===== config.mk =====
export PLATFORM = sky130hd
export DESIGN_NAME = dtkbd_cell
export DESIGN_NICKNAME = d
export VERILOG_FILES = /design/src/rtl/detection_topk_box_decoder_top_defines.svh /design/src/rtl/dtkbd_pkg.sv /design/src/rtl/dtkbd_cell.sv
export SDC_FILE = /design/constraint.sdc
export NUM_CORES = 1
export LEC_CHECK = 0
export ABC_CLOCK_PERIOD_IN_PS = 3100
export BUFFER_PORTS_ARGS = -buffer_cell sky130_fd_sc_hd__buf_2
export CORE_ASPECT_RATIO = 0.8
export CORE_UTILIZATION = 44
export DETAILED_ROUTE_END_ITERATION = 12
export PLACE_DENSITY = 0.81
export SYNTH_ARGS = -nofsm -noshare
export SYNTH_HDL_FRONTEND = slang
export SYNTH_SLANG_ARGS = --single-unit

===== constraint.sdc =====
create_clock -name clk_i -period 3.1 [get_ports clk_i]
set_clock_uncertainty 0.1 [all_clocks]
set_input_delay 0.93 -clock clk_i [delete_from_list [all_inputs] [get_ports clk_i]]
set_output_delay 0.93 -clock clk_i [all_outputs]
set_load 0.005 [all_outputs]

===== src/rtl/detection_topk_box_decoder_top_defines.svh =====
// Assertion macros for the top-K box decoder.
// Included by the top level; depends on nothing else.
`ifndef DETECTION_TOPK_BOX_DECODER_TOP_DEFINES_SVH
`define DETECTION_TOPK_BOX_DECODER_TOP_DEFINES_SVH
`ifndef SYNTHESIS
`define DTKBD_ASSERT(lbl, prop, msg) \
  lbl: assert property (@(posedge clk_i) disable iff (!rst_ni) prop) else $error(msg);
`define DTKBD_ASSERT_ALWAYS(lbl, prop, msg) \
  lbl: assert property (@(posedge clk_i) prop) else $error(msg);
`else
`define DTKBD_ASSERT(lbl, prop, msg)
`define DTKBD_ASSERT_ALWAYS(lbl, prop, msg)
`endif
`endif


===== src/rtl/dtkbd_pkg.sv =====
// Shared types, constants and the exp2 table of the top-K box decoder.
// Used by every module of the block; depends on nothing.
package dtkbd_pkg;

  localparam int unsigned MAX_TOPK    = 64;
  localparam int unsigned MAX_QUERIES = 512;
  localparam int unsigned MAX_CLASSES = 128;

  localparam logic [1:0] OP_LOAD_BOX   = 2'd0;
  localparam logic [1:0] OP_LOAD_LOGIT = 2'd1;
  localparam logic [1:0] OP_RUN        = 2'd2;

  localparam logic [2:0] REG_IMAGE_WIDTH  = 3'd0;
  localparam logic [2:0] REG_IMAGE_HEIGHT = 3'd1;
  localparam logic [2:0] REG_SCORE_THRESH = 3'd2;
  localparam logic [2:0] REG_TOP_COUNT    = 3'd3;
  localparam logic [2:0] REG_BACKGROUND   = 3'd4;
  localparam logic [2:0] REG_QUERY_COUNT  = 3'd5;
  localparam logic [2:0] REG_CLASS_COUNT  = 3'd6;

  // One kept candidate of the top-K list.
  typedef struct packed {
    logic               valid;
    logic signed [15:0] logit;
    logic [8:0]         query;
    logic [6:0]         cls;
  } entry_t;

  // Chain control broadcast to every cell.
  typedef struct packed {
    logic ins;
    logic pop;
    logic flush;
  } cell_ctrl_t;

  // 2^(-i/16) in Q1.16 for i = 0..16.
  function automatic logic [16:0] exp2_tab(input logic [4:0] idx);
    logic [16:0] v;
    unique case (idx)
      5'd0:    v = 17'd65536;
      5'd1:    v = 17'd62757;
      5'd2:    v = 17'd60097;
      5'd3:    v = 17'd57549;
      5'd4:    v = 17'd55109;
      5'd5:    v = 17'd52773;
      5'd6:    v = 17'd50535;
      5'd7:    v = 17'd48393;
      5'd8:    v = 17'd46341;
      5'd9:    v = 17'd44376;
      5'd10:   v = 17'd42495;
      5'd11:   v = 17'd40693;
      5'd12:   v = 17'd38968;
      5'd13:   v = 17'd37316;
      5'd14:   v = 17'd35734;
      5'd15:   v = 17'd34219;
      default: v = 17'd32768;
    endcase
    return v;
  endfunction

endpackage


===== src/rtl/dtkbd_cell.sv =====
// One cell of the sorted top-K insertion chain.
// Depends on dtkbd_pkg for the entry and control types.
module dtkbd_cell (
  input  logic                   clk_i,
  input  logic                   rst_ni,
  input  dtkbd_pkg::cell_ctrl_t  ctrl_i,
  input  dtkbd_pkg::entry_t      new_i,
  input  dtkbd_pkg::entry_t      prev_i,
  input  logic                   prev_beats_i,
  input  dtkbd_pkg::entry_t      next_i,
  output dtkbd_pkg::entry_t      cell_o,
  output logic                   beats_o
);

  dtkbd_pkg::entry_t cell_q, cell_d;

  // The new item outranks this cell if the cell is empty, its logit is
  // higher, or the logits tie and its flat index is lower.
  assign beats_o = !cell_q.valid || (new_i.logit > cell_q.logit) ||
                   ((new_i.logit == cell_q.logit) &&
                    ({new_i.query, new_i.cls} < {cell_q.query, cell_q.cls}));

  always_comb begin
    cell_d = cell_q;
    if (ctrl_i.flush) begin
      cell_d.valid = 1'b0;
    end else if (ctrl_i.pop) begin
      cell_d = next_i;
    end else if (ctrl_i.ins && beats_o) begin
      cell_d = prev_beats_i ? prev_i : new_i;
    end
  end

  always_ff @(posedge clk_i or negedge rst_ni) begin
    if (!rst_ni) begin
      cell_q <= '0;
    end else begin
      cell_q <= cell_d;
    end
  end

  assign cell_o = cell_q;

endmodule


**Yosys cells after proc, flatten, opt, wreduce, memory -nomap -nowiden**

Cells that the tools add are included.

- Register bits after elaboration: 33
- Latch bits: 0
- RAM bits: 0
- Memory bits (read-only): 0
- Output and inout bits: 34
- Memories kept: 0

- Add/subtract/negate cells: 0
- $mul: 0
- Div/mod/pow operators: 0
- Magnitude comparators: 2
- Eq/ne operators: 1
- Shift operators: 0
- Multiplexer cells: 4
- Bitwise gates (word level): 1
- Reduce and logical (&&, ||, !) cells: 8

Operators by type and width:

| cell | number |
|---|---|
| two-way mux 33 bit | 3 |
| == test 16 bit | 1 |
| greater-than comparator 16 bit | 1 |
| less-than comparator 16 bit | 1 |
| nonzero test 3 bit | 1 |
| logical AND 1 bit | 2 |
| logical OR 1 bit | 2 |
| AND reduction 2 bit | 1 |
| nonzero test 2 bit | 1 |
| logical NOT 1 bit | 1 |
| two-way mux 1 bit | 1 |
| inverter 1 bit | 1 |

**Depth between registers and ports, before layout**

- Depth after elaboration: 7
- Depth in mapped cells: 10
- Mapped depth without buffers: 9

**Least setup slack after synthesis**

OpenSTA, ideal clock, no wires.

- Path kind: input to output
- Start point: in new_i[31] (netlist name)
- End point: out beats_o
- Arrival time: 2.226 ns
- Data required time: 2.070 ns
- Path slack: -0.156 ns
- Cell stages on the path: 7
- Path buffers: 0
- Path through: ha_1 > and4_4 > nand4_4 > o21ba_2 > o32a_2 > o21ai_2 > nand3_1

- Word-level cells in the longest chain between the ends: 3

Ends and longest elaborated chain:

| element | line | text |
|---|---|---|
| start: declaration | dtkbd_cell.sv:7 | `input dtkbd_pkg::entry_t new_i,` |
| greater-than comparator 16 bit / == test 16 bit (equally long branches) | dtkbd_cell.sv:19, dtkbd_cell.sv:20 |  |
| logical OR 1 bit / logical AND 1 bit (equally long branches) | dtkbd_cell.sv:19, dtkbd_cell.sv:20 |  |
| logical OR 1 bit * | dtkbd_cell.sv:19 | `assign beats_o = !cell_q.valid \|\| (new_i.logit > cell_q.logit) \|\|` |
| end: declaration | dtkbd_cell.sv:12 | `output logic beats_o` |

Every way passes the cells marked *; elsewhere a longest branch is shown, timed or not.

**Worst setup path after layout**

- Start point: in new_i[30] (netlist name)
- End point: out beats_o

The elaborated chain is that of the path after synthesis.

==> run metrics <==
outcome=finished with violations; failing checks=setup timing; total grt overflow=0; row cnt=26; first-pass GRT wire length=14.28 mm; worst-path fanout max=4; hold buffer count at cts=0; #FFs+latches synth=33; Setup Viol. Count Final=1; FF/Latch Area=approximately 830 um2; post-route cell area=roughly 0.0043 mm2; Setup TNS Final=-0.3060 ns; FFs w/ async S/R, synth=1.000; gpl congestion=around 0.82; Clock Path Buffers=2; Total Routing Usage GR=0.2472; core box area=0.006571 mm2; Power Density=about 380 mW/mm2; Routed Antenna Nets=0; CP peak stage delay=approximately 0.25 ns; RSZ-0062 raised after global routing=yes; final period utilization=1.099; Yosys top cell by area=dfrtp_1; final WL=9.169 mm; max reg flops=33; share of post-route cells with drive strength above 1=0.4508; vias in the first global route=roughly 3,100; mean number of vias per cell=about 5.5; effective utilization at floorplan=0.4688; synth cell count leaders=nand2_1, a21oi_1, nor2_1; port bufs=138; dpl hpwl=7.042 mm; P_leak=0.002127 uW; Antenna Cells=0; post-placement cell area=roughly 0.0041 mm2; die footprint=about 0.0073 mm2; R2R Setup Slk=0.39 ns; final setup margin=-0.3060 ns; critical path cell sequence=buf_4 -> ha_4 -> and4_4 -> nand4_4 -> o21ba_4 -> o32a_4 -> o21ai_4 -> nand3_2 -> buf_2; Top FF cell, synth=dfrtp_1; Final min period=3.406 ns; maxcap violations=0; Max Freq=~0.29 GHz; multi-input logic area=0.002170 mm2; drt wl/cell=16.03 um; Layout fillers=between 500 and 600; area of the mapped netlist=about 0.003 mm2; initial drt markers=about 120; CP Data Arrival Time=between 2 and 2.5 ns; # DRC=0; Worst-path clk slew=roughly 0.070 ns; H-tree Lvls=2; Area contributors post-synth=dfrtp_1, o221ai_2, ha_1; CP Launch Type=input port; EDFF count, synth=0; DR pass1 iterations=4; CTS buffer count=5; initial antenna violation count=0; P&R area growth vs syn=40.37%; HP Class=reg2reg; clk_lat worst skew=0.28 ns; die height=around 77 um; Synth Instances=~340; Die Width=95.55 um; total number of vias=roughly 3,100; Ys Warns=0; syn nets=477; final hold vios=0; Nets=623; CTS tree=done; sequential-to-total area share from yosys stat=0.2681; pin count of the biggest net entering global routing=34; I/O pins=around 140; nature of the critical path endpoint=output port; worst path required time=approximately 2.1 ns; Worst path slowest cell=ha_4; most common cell in the netlist=nand2_1; Root Buffer=clkbuf_8; syn_area_per_cell=9.034 um2; Fin Hold WS=~0.49 ns; Final Max Tran Viols=0; Slew @ Worst Pin=between 0.8 and 0.9 ns; count of unique library cells instantiated by Yosys=35; Rel. slew slack=0.4565; Synth top area share=0.2681; crit path kind=in2out; Max VDD drop=roughly 240 uV; clock sinks=33
where the power goes:
part	internal (uW)	leakage, uW	switching (uW)
clock	156	0.0000450	159
sequential	500	0.000397	37.6
combinational	378	0.00169	397
total	1030	0.00213	594
cells by family after synthesis:
group                    count (synthesis)  share of synthesized area
AND/OR/NAND/NOR                         95                     0.1361
buffers and inverters                   56                    0.08285
multiplexers                            32                     0.1040
flip-flops                              33                     0.2681
adder cells (fa/ha/maj)                 31                     0.1259
AO/OA/AOI/OAI                           94                     0.2831
through the flow:
stage / total power [uW] / instances / utilization / worst slack, ns
final: 1627 / 572 / 0.6580 / -0.3060
after global placement: 1250 / 559 / 0.6181 / -0.3017
after CTS: 1598 / 568 / 0.6350 / -0.3247
after detailed placement: 1274 / 559 / 0.6181 / -0.3984
after floorplan: 987.4 / 341 / - / -0.008641
after global routing: 1754 / 572 / 0.6580 / -0.3730
layout make-up:
type	count	area share
Multi-Input combinational cell	252	0.5017
Timing Repair Buffer	161	0.2344
Sequential cell	33	0.1910
Inverter	34	0.02951
Tap cell	84	0.02431
Clock buffer	6	0.01678
Clock inverter	2	0.002315
placed cells by master (no fill, tap or decap), drive strengths merged:
master	synthesis	routed
a21oi	42	42
nor2b	4	4
dfrtp	33	33
a2111oi	1	1
clkbuf	15	9
nor2	37	37
ha	31	31
a311o	1	1
and4	1	1
nor4	1	1
a211o	1	1
o221ai	32	32
o21ba	1	1
o21ai	5	5
nand2	43	43
inv	34	34
a311oi	1	1
a211oi	1	1
o32a	1	1
a2111o	1	1
a221o	1	1
o21a	2	2
nand4	4	4
mux2i	32	32
nor3	1	1
clkinv	0	2
nand4b	1	1
o211ai	2	2
nand3	2	2
and2	1	1
buf	7	158
a21o	2	2
final timing paths:
| kind | from | to | depth (start not counted) |
|---|---|---|---|
| min in group asynchronous | rst_ni | cell_o[14] | 1 |
| hold reg to reg | cell_o[12] | cell_o[12] | 2 |
| max in group asynchronous | rst_ni | cell_o[23] | 1 |
| hold / removal | cell_o[12] | cell_o[12] | 2 |
| setup reg to reg | cell_o[28] | cell_o[5] | 11 |
| setup / recovery | new_i[30] | beats_o | 9 |
what timing repair did:
action                                  4_1_cts  5_1_grt
cloned                                        0        3
endpoints found under the hold margin         0        0
endpoints found under the setup margin        1       33
buffers inserted                              1        3
pin swaps                                     2        9
resized for setup                             6        9
routing by layer:
| metal | up-vias | wire length [um] | GRT usage |
|---|---|---|---|
| li1 | 1528 | - | - |
| met1 | 1461 | 4183 | 0.3090 |
| met2 | 117 | 4328 | 0.4300 |
| met3 | 14 | 535 | 0.05456 |
| met4 | 0 | 122 | 0.05373 |
| met5 | - | 0 | 0 |
critical path: cells and delay by family:
family	cells	cell delay, ns
and+or+nand+nor	3	0.43
buffers and inverters	2	0.26
AOI/OAI and AO/OA	3	0.49
adders and majority gates	1	0.25
(Power assumes the default switching activity.)
