## src/rtl/detection_topk_box_decoder_top_defines.svh

```systemverilog
// Assertion macros for the top-K box decoder.
// Included by the top level; depends on nothing else.
`ifndef DETECTION_TOPK_BOX_DECODER_TOP_DEFINES_SVH
`define DETECTION_TOPK_BOX_DECODER_TOP_DEFINES_SVH
`ifndef SYNTHESIS
`define DTKBD_ASSERT(lbl, prop, msg) \
  lbl: assert property (@(posedge clk_i) disable iff (!rst_ni) prop) else $error(msg);
`define DTKBD_ASSERT_ALWAYS(lbl, prop, msg) \
  lbl: assert property (@(posedge clk_i) prop) else $error(msg);
`else
`define DTKBD_ASSERT(lbl, prop, msg)
`define DTKBD_ASSERT_ALWAYS(lbl, prop, msg)
`endif
`endif

```

## src/rtl/dtkbd_pkg.sv

```systemverilog
// Shared types, constants and the exp2 table of the top-K box decoder.
// Used by every module of the block; depends on nothing.
package dtkbd_pkg;

  localparam int unsigned MAX_TOPK    = 64;
  localparam int unsigned MAX_QUERIES = 512;
  localparam int unsigned MAX_CLASSES = 128;

  localparam logic [1:0] OP_LOAD_BOX   = 2'd0;
  localparam logic [1:0] OP_LOAD_LOGIT = 2'd1;
  localparam logic [1:0] OP_RUN        = 2'd2;

  localparam logic [2:0] REG_IMAGE_WIDTH  = 3'd0;
  localparam logic [2:0] REG_IMAGE_HEIGHT = 3'd1;
  localparam logic [2:0] REG_SCORE_THRESH = 3'd2;
  localparam logic [2:0] REG_TOP_COUNT    = 3'd3;
  localparam logic [2:0] REG_BACKGROUND   = 3'd4;
  localparam logic [2:0] REG_QUERY_COUNT  = 3'd5;
  localparam logic [2:0] REG_CLASS_COUNT  = 3'd6;

  // One kept candidate of the top-K list.
  typedef struct packed {
    logic               valid;
    logic signed [15:0] logit;
    logic [8:0]         query;
    logic [6:0]         cls;
  } entry_t;

  // Chain control broadcast to every cell.
  typedef struct packed {
    logic ins;
    logic pop;
    logic flush;
  } cell_ctrl_t;

  // 2^(-i/16) in Q1.16 for i = 0..16.
  function automatic logic [16:0] exp2_tab(input logic [4:0] idx);
    logic [16:0] v;
    unique case (idx)
      5'd0:    v = 17'd65536;
      5'd1:    v = 17'd62757;
      5'd2:    v = 17'd60097;
      5'd3:    v = 17'd57549;
      5'd4:    v = 17'd55109;
      5'd5:    v = 17'd52773;
      5'd6:    v = 17'd50535;
      5'd7:    v = 17'd48393;
      5'd8:    v = 17'd46341;
      5'd9:    v = 17'd44376;
      5'd10:   v = 17'd42495;
      5'd11:   v = 17'd40693;
      5'd12:   v = 17'd38968;
      5'd13:   v = 17'd37316;
      5'd14:   v = 17'd35734;
      5'd15:   v = 17'd34219;
      default: v = 17'd32768;
    endcase
    return v;
  endfunction

endpackage

```

## src/rtl/dtkbd_sigmoid.sv

```systemverilog
// Multi-cycle fixed-point sigmoid: exp2 interpolation, then a restoring
// divider that yields one quotient bit per cycle. Depends on dtkbd_pkg.
module dtkbd_sigmoid (
  input  logic               clk_i,
  input  logic               rst_ni,
  input  logic               start_i,
  input  logic signed [15:0] logit_i,
  output logic               done_o,
  output logic [15:0]        score_o
);

  typedef enum logic [1:0] {S_IDLE, S_EXP, S_PREP, S_DIV} sig_state_e;

  sig_state_e         state_q;
  logic [25:0]        prod_q;
  logic               neg_q;
  logic [16:0]        e_q;
  logic [9:0]         n_q;
  logic [16:0]        low_q;
  logic [18:0]        rem_q;
  logic [17:0]        div_q;
  logic [16:0]        quo_q;
  logic [4:0]         cnt_q;
  logic               done_q;
  logic [15:0]        score_q;

  logic signed [16:0] x_ext;
  logic [16:0]        a_abs;
  logic [17:0]        t_val;
  logic [9:0]         n_val;
  logic [16:0]        hi_v, lo_v, diff_v, e_v, z_v;
  logic [20:0]        interp;
  logic [17:0]        d_v;
  logic [33:0]        num_v, dividend;
  logic [18:0]        trial;
  logic [16:0]        quo_d;

  assign x_ext  = 17'(logit_i);
  assign a_abs  = x_ext[16] ? 17'(-x_ext) : 17'(x_ext);

  // First stage: table lookup and interpolation of the fractional exponent.
  assign t_val  = 18'((27'(prod_q) + 27'd128) >> 8);
  assign n_val  = t_val[17:8];
  assign hi_v   = dtkbd_pkg::exp2_tab({1'b0, t_val[7:4]});
  assign lo_v   = dtkbd_pkg::exp2_tab(5'({1'b0, t_val[7:4]}) + 5'd1);
  assign diff_v = hi_v - lo_v;
  assign interp = (diff_v[16:0] * 21'(t_val[3:0])) + 21'd8;
  assign e_v    = hi_v - 17'(interp >> 4);

  // Second stage: integer shift of the exponent and the divider operands.
  assign z_v    = (n_q >= 10'd17) ? 17'd0 : (e_q >> n_q[4:0]);
  assign d_v    = 18'd65536 + 18'(z_v);
  assign num_v  = neg_q ? {1'b0, z_v, 16'd0} : (34'd1 << 32);
  assign dividend = num_v + 34'(d_v >> 1);

  assign trial  = {rem_q[17:0], low_q[16]};
  assign quo_d  = {quo_q[15:0], trial >= 19'(div_q)};

  always_ff @(posedge clk_i or negedge rst_ni) begin
    if (!rst_ni) begin
      state_q <= S_IDLE;
      done_q  <= 1'b0;
      prod_q  <= '0;
      neg_q   <= 1'b0;
      e_q     <= '0;
      n_q     <= '0;
      low_q   <= '0;
      rem_q   <= '0;
      div_q   <= '0;
      quo_q   <= '0;
      cnt_q   <= '0;
      score_q <= '0;
    end else begin
      done_q <= 1'b0;
      unique case (state_q)
        S_IDLE: begin
          if (start_i) begin
            prod_q  <= 26'(a_abs) * 26'd369;
            neg_q   <= logit_i[15];
            state_q <= S_EXP;
          end
        end
        S_EXP: begin
          e_q     <= e_v;
          n_q     <= n_val;
          state_q <= S_PREP;
        end
        S_PREP: begin
          // The quotient fits in 17 bits, so the top bits start the remainder.
          rem_q   <= {2'b00, dividend[33:17]};
          low_q   <= dividend[16:0];
          div_q   <= d_v;
          quo_q   <= '0;
          cnt_q   <= 5'd16;
          state_q <= S_DIV;
        end
        S_DIV: begin
          rem_q <= (trial >= 19'(div_q)) ? trial - 19'(div_q) : trial;
          low_q <= {low_q[15:0], 1'b0};
          quo_q <= quo_d;
          if (cnt_q == 5'd0) begin
            score_q <= quo_d[16] ? 16'hFFFF : quo_d[15:0];
            done_q  <= 1'b1;
            state_q <= S_IDLE;
          end else begin
            cnt_q <= cnt_q - 5'd1;
          end
        end
        default: state_q <= S_IDLE;
      endcase
    end
  end

  assign done_o  = done_q;
  assign score_o = score_q;

endmodule

```

## config.mk

```make
export PLATFORM = sky130hd
export DESIGN_NAME = dtkbd_sigmoid
export DESIGN_NICKNAME = d
export VERILOG_FILES = /design/src/rtl/detection_topk_box_decoder_top_defines.svh /design/src/rtl/dtkbd_pkg.sv /design/src/rtl/dtkbd_sigmoid.sv
export SDC_FILE = /design/constraint.sdc
export NUM_CORES = 1
export LEC_CHECK = 0
export ABC_AREA = 1
export BUFFER_PORTS_ARGS = -buffer_cell sky130_fd_sc_hd__clkbuf_2
export CAP_MARGIN = 20
export CORE_MARGIN = 5
export CORE_UTILIZATION = 60
export CTS_CLUSTER_DIAMETER = 120
export DETAILED_ROUTE_END_ITERATION = 8
export PLACE_DENSITY = 0.77
export SLEW_MARGIN = 20
export SYNTH_ARGS = -nofsm -noshare
export SYNTH_HDL_FRONTEND = slang
export SYNTH_SLANG_ARGS = --single-unit
```

## constraint.sdc

```tcl
create_clock -name clk_i -period 11.4 [get_ports clk_i]
set_input_delay 0.57 -clock clk_i [delete_from_list [all_inputs] [get_ports clk_i]]
set_output_delay 0.57 -clock clk_i [all_outputs]
set_load 0.005 [all_outputs]
```

== After elaboration in Yosys (flattened, before gate mapping) ==
Memories as Yosys holds them, arrays and structs flattened.
Index checks and enable logic that the tools add are counted.

* Memories: 2
* Output and inout port bits: 17
* Register bits after elaboration: 147
* Bits in read-only memories: 544
* Input port bits: 19
* Word-level logic and storage cells: 58

{| class="wikitable"
|+ Memory list
! memory !! words !! width !! read ports !! clocked after Yosys merged registers in !! write ports !! line !! text
|-
| (no name shown) || 16 || 17 || 1 || 0 || 0 || dtkbd_pkg.sv:39 || <nowiki>unique case (idx)</nowiki>
|-
| (no name shown) || 16 || 17 || 1 || 0 || 0 || dtkbd_pkg.sv:39 ||
|}

* Add/subtract/negate cells: 10
* Reduce and logical (&&, ||, !) cells: 7
* Shifts and indexed selects: 1
* $lt $le $gt $ge: 2
* $mul: 2
* Equality and inequality tests: 6
* Muxes and demuxes: 16

{| class="wikitable"
|+ Operator list
! operator !! count
|-
| $mux W17 || 3
|-
| $pmux W18 S2 || 1
|-
| $add A33 B17 Y34 || 1
|-
| $pmux W17 S2 || 1
|-
| $sub A17 B17 Y17 || 2
|-
| $mux W33 || 1
|-
| $pmux W16 S2 || 1
|-
| $add A26 B8 Y26 const B || 1
|-
| $mul A17 B9 Y26 const B || 1
|-
| $add A21 B4 Y21 const B || 1
|-
| $mul A17 B4 Y21 || 1
|-
| $ge A19 B18 Y1 || 1
|-
| $add A17 B17 Y18 const A || 1
|-
| $mux W18 || 1
|-
| $sub A18 B18 Y18 || 1
|-
| $neg A16 Y17 || 1
|-
| $shr A17 B5 Y17 || 1
|-
| $mux W16 || 1
|-
| $ge A10 B5 Y1 const B || 1
|-
| $pmux W5 S2 || 1
|-
| $pmux W2 S4 || 1
|-
| $reduce_and A2 Y1 || 4
|-
| $ne A2 B2 Y1 const B || 3
|-
| $add A4 B1 Y5 const B || 1
|-
| 9 further kinds || 12
|}

== Depth between registers and ports, before layout ==
An unclocked memory read counts as a cell.

* Word-level depth: 8
* Mapped depth: 49
* Depth with buffers taken out: 48

== Worst setup path after synthesis ==
OpenSTA, ideal clock, no wires.

* Kind: register to register
* Start: register prod_q[7]
* End: register e_q[14]
* Required time: 11267 ps
* Data arrival time: 8020 ps
* Clock period less this slack: 8153 ps
* Path slack: 3247 ps
* Stages on the path, launching flop included: 47
* Library setup time: 133 ps
* Cell sequence: dfrtp_1 -> ha_1 -> nand2_1 -> nor2_2 -> nand3_2 -> xor2_1 -> inv_1 -> ha_1 -> inv_1 -> ha_1 -> inv_1 -> clkbuf_1 -> nor3_1 -> o21ai_0 -> nand3_1 -> ha_1 -> a21oi_1 -> nand2_1 -> (+11 left out) -> ha_1 -> ha_1 -> nand2_1 -> nor2_1 -> inv_1 -> o211ai_1 -> a21oi_1 -> o21a_1 -> xor2_1 -> ha_1 -> nand2_1 -> nor2_1 -> nand3_1 -> nand4_1 -> a21o_1 -> or2_2 -> nand3_1 -> o21ai_0

* Cells in the longest elaborated chain, start to end: 8

{| class="wikitable"
|+ Ends and longest elaborated chain
! item !! line !! text
|-
| from (decl) || dtkbd_sigmoid.sv:15 || <nowiki>logic [25:0] prod_q;</nowiki>
|-
| from (signal assigned) || dtkbd_sigmoid.sv:78 || <nowiki>prod_q <= 26'(a_abs) * 26'd369;</nowiki>
|-
| $add A26 B8 Y26 (*) || dtkbd_sigmoid.sv:42 || <nowiki>assign t_val = 18'((27'(prod_q) + 27'd128) >> 8);</nowiki>
|-
| $add A4 B1 Y5 || dtkbd_sigmoid.sv:45 || <nowiki>assign lo_v = dtkbd_pkg::exp2_tab(5'({1'b0, t_val[7:4]}) + 5'd1);</nowiki>
|-
| $mem_v2 Z16 W17 || -- ||
|-
| $mux W17 || dtkbd_pkg.sv:39 ||
|-
| $sub A17 B17 Y17 || dtkbd_sigmoid.sv:46 || <nowiki>assign diff_v = hi_v - lo_v;</nowiki>
|-
| $mul A17 B4 Y21 || dtkbd_sigmoid.sv:47 || <nowiki>assign interp = (diff_v[16:0] * 21'(t_val[3:0])) + 21'd8;</nowiki>
|-
| $add A21 B4 Y21 || dtkbd_sigmoid.sv:47 ||
|-
| $sub A17 B17 Y17 (*) || dtkbd_sigmoid.sv:48 || <nowiki>assign e_v = hi_v - 17'(interp >> 4);</nowiki>
|-
| to (signal assigned) || dtkbd_sigmoid.sv:84 || <nowiki>e_q <= e_v;</nowiki>
|-
| to (decl) || dtkbd_sigmoid.sv:17 || <nowiki>logic [16:0] e_q;</nowiki>
|}

Every way passes the cells marked *; elsewhere a longest branch is shown, timed or not.
A chain may end at the register's enable or synchronous reset.

== Worst setup path in the final report ==
Ends and elaborated chain as after synthesis.

==> flow_metrics.py <==
metrics = {
    "clocking": {
        "cts_resized": 0,
        "root_buffer": "clkbuf_16",
        "clockBufferDepth": 2,
        "holdBufCountCts": 0,
        "cts_buffers": 17,
        "htreeDepth": 4,
        "cts_tree": "yes",
        "cts.sinks": 140,
        "post-cts-setup-buffer-count": 0,
        "clkLatencyLatePin_ns": 0.44,
        "clkTransAtPathRegs_ns": 0.07,
    },
    "finish": {
        "num-fill-cells": 2310,
        "syn2layout_area_growth_pct": 6.51,
        "final_cell_mix": "nand2_1, inv_1, ha_1, nor2_1, nand3_1",
        "final_cells": 2481,
        "final_common_cell": "nand2_1",
        "nNetsFinal": 2414,
        "antenna_cells": 0,
        "drive_gt1_share_pct": 6.29,
    },
    "route": {
        "drt_pre_antenna_iters": 6,
        "wl_per_cell_um": 15.6,
        "routed_via_density": 5.74,
        "dr_total_vias": 14243,
        "drt_iter0_markers": 1123,
        "drt_wl_total_mm": 38.8,
        "detail-route-antenna-nets": 0,
        "drc": 0,
    },
    "placement": {
        "routabilityCongestion": 0.979,
        "place_inst": 2449,
        "hpwl_mm": 30.8,
        "port_buffers": 35,
    },
    "synth": {
        "ys_ff_latch": 140,
        "syn_inst": 2124,
        "synth_top_area_share_pct": 22.5,
        "synth-edff-count": 0,
        "synth_area_leaders": "dfrtp_1, ha_1, nand2_1",
        "yosys_warnings": 0,
        "synth_area_per_cell_um2": 7.35,
        "netlist_area_mm2": 0.0156,
        "ys.flop_type": "dfrtp_1",
        "async_flop_share_pct": 100,
        "ys_seq_area_share_pct": 22.5,
        "synthDistinctLibCells": 55,
        "yosysTopAreaCell": "dfrtp_1",
    },
    "global_route": {
        "grt_usage_pct": 26.8,
        "busiest_layer": "met2",
        "grt_use_met3_pct": 2.55,
        "grt_pass1_wl_mm": 65.1,
        "grt_overflow": 0,
        "grt_max_degree": 74,
        "met2_usage_pct": 47.0,
        "antenna_found_initial": 0,
        "grt_pass1_vias": 13502,
        "grt_use_met1_pct": 35.7,
    },
    "sta": {
        "post-route-period-util_pct": 82.5,
        "slew_violations": 0,
        "finalSetupViolations": 0,
        "hold_violations": 0,
        "slew_headroom_pct": 30.9,
        "fin_crit_ns": 9.41,
        "clock.fmax_ghz": 0.106,
        "fin_worst_skew_ns": 0.0230,
        "worstMarginPinSlew_ns": 1.02,
        "rsz0062_at_grt": "false",
        "fin_tns_setup_ns": 0,
    },
    "floorplan": {
        "dieArea_mm2": 0.0293,
        "die_w_um": 171,
        "die_h_um": 171,
        "start_util_pct": 60.4,
        "io_pins": 36,
        "core_area_mm2": 0.0258,
        "rows": 59,
    },
    "critical_path": {
        "crit_path_max_fanout": 13,
        "slowest_delay_ns": 0.54,
        "cpMostUsedCell": "nand2_1",
        "crit_start": "prod_q[7]$_DFFE_PN0P_",
        "startpoint_type": "flip-flop",
        "required_ns": 11.68,
        "worstPathArrival_ns": 9.69,
        "r2r_start": "prod_q[7]$_DFFE_PN0P_",
        "end_kind": "flip-flop",
        "worstSetupPathType": "reg2reg",
        "crit_slowest_cell": "xor2_1",
    },
    "status": {
        "status": "finished clean",
    },
    "flow_run": {
        "maxCapViolations": 0,
    },
    "min_path": {
        "hold_path_class": "in2async",
    },
}
## logic make-up (layout without fill, tap and decap cells)
family          after synthesis  after routing  synth area share [%]
compound gates              378            378                  14.1
fa+ha+maj                   262            262                  24.6
simple gates                911            911                  25.3
flops                       140            140                  22.5
xor+xnor                     83             83                  4.78
other cells                   2              5                0.0481
buf+inv                     348            367                  8.76
## cell type report
cell class              count  area [um^2]  area share (%)
clock buffers              17          425            2.56
clock inverters            15          184            1.11
flip-flops and latches    140         3500            21.1
well taps                 335          419            2.52
multi-input cells        1639        10800            64.7
inverters                 294         1110            6.68
repair buffers             41          226            1.36
## worst max-delay path, delay by kind of cell (launching register included)
kind                       cells  cell delay [ns]
AOI/OAI and AO/OA             10             1.74
xor gates and xnor gates       3             1.00
adders and majority gates      9             3.29
buffers and inverters          4             0.89
DFF                            1             0.37
and+or+nand+nor               19             1.96
## through the flow
step / hold slack [ns] / utilization, % / setup slack, ns / area (um^2)
2_1_floorplan: 0.274 / - / 3.25 / 15600
3_3_place_gp: 0.467 / 62.0 / 2.53 / 16000
3_5_place_dp: 0.469 / 62.0 / 2.14 / 16000
4_1_cts: 0.155 / 64.3 / 2.10 / 16600
5_1_grt: 0.183 / 64.3 / 1.13 / 16600
6_report: 0.124 / 64.3 / 1.99 / 16600
## sequential cells by signal, indices dropped and copies added (netlist names), 10 cells and up
| register | cells |
|---|---|
| prod_q | 19 |
| div_q | 18 |
| rem_q | 18 |
| e_q | 17 |
| low_q | 17 |
| quo_q | 16 |
| score_o | 16 |
| n_q | 10 |
## synthesized netlist by cell type, drive strengths merged, types with 20 or more instances
| cell | number |
|---|---|
| nand2 | 469 |
| inv | 292 |
| nor2 | 191 |
| ha | 187 |
| nand3 | 167 |
| o21ai | 159 |
| dfrtp | 140 |
| a21oi | 97 |
| fa | 75 |
| xor2 | 49 |
| xnor2 | 34 |
| clkbuf | 32 |
| nand4 | 28 |
| o211ai | 26 |
| nor3 | 24 |
| buf | 22 |
| o22ai | 20 |
## final timing paths
check	end	slack, ns	cells past startpoint
worst min register to register	n_q[8]$_DFFE_PN0N_	0.49	2
worst max register to register	e_q[14]$_DFFE_PN0N_	1.99	45
min in group clk_i	n_q[8]$_DFFE_PN0N_	0.49	2
max in group asynchronous	cnt_q[3]$_DFFE_PN0P_	9.94	2
worst max-delay path	e_q[14]$_DFFE_PN0N_	1.99	45
worst min-delay path	rem_q[10]$_DFFE_PN0P_	0.12	1
## routing by layer
metal	wire, um	up-vias
li1	-	7045
met1	17200	6754
met2	19200	371
met3	1400	73
met4	959	0
met5	0	-
Power is not shown: default switching activity piles up to over one toggle a cycle in this logic, so the estimate is an artifact.
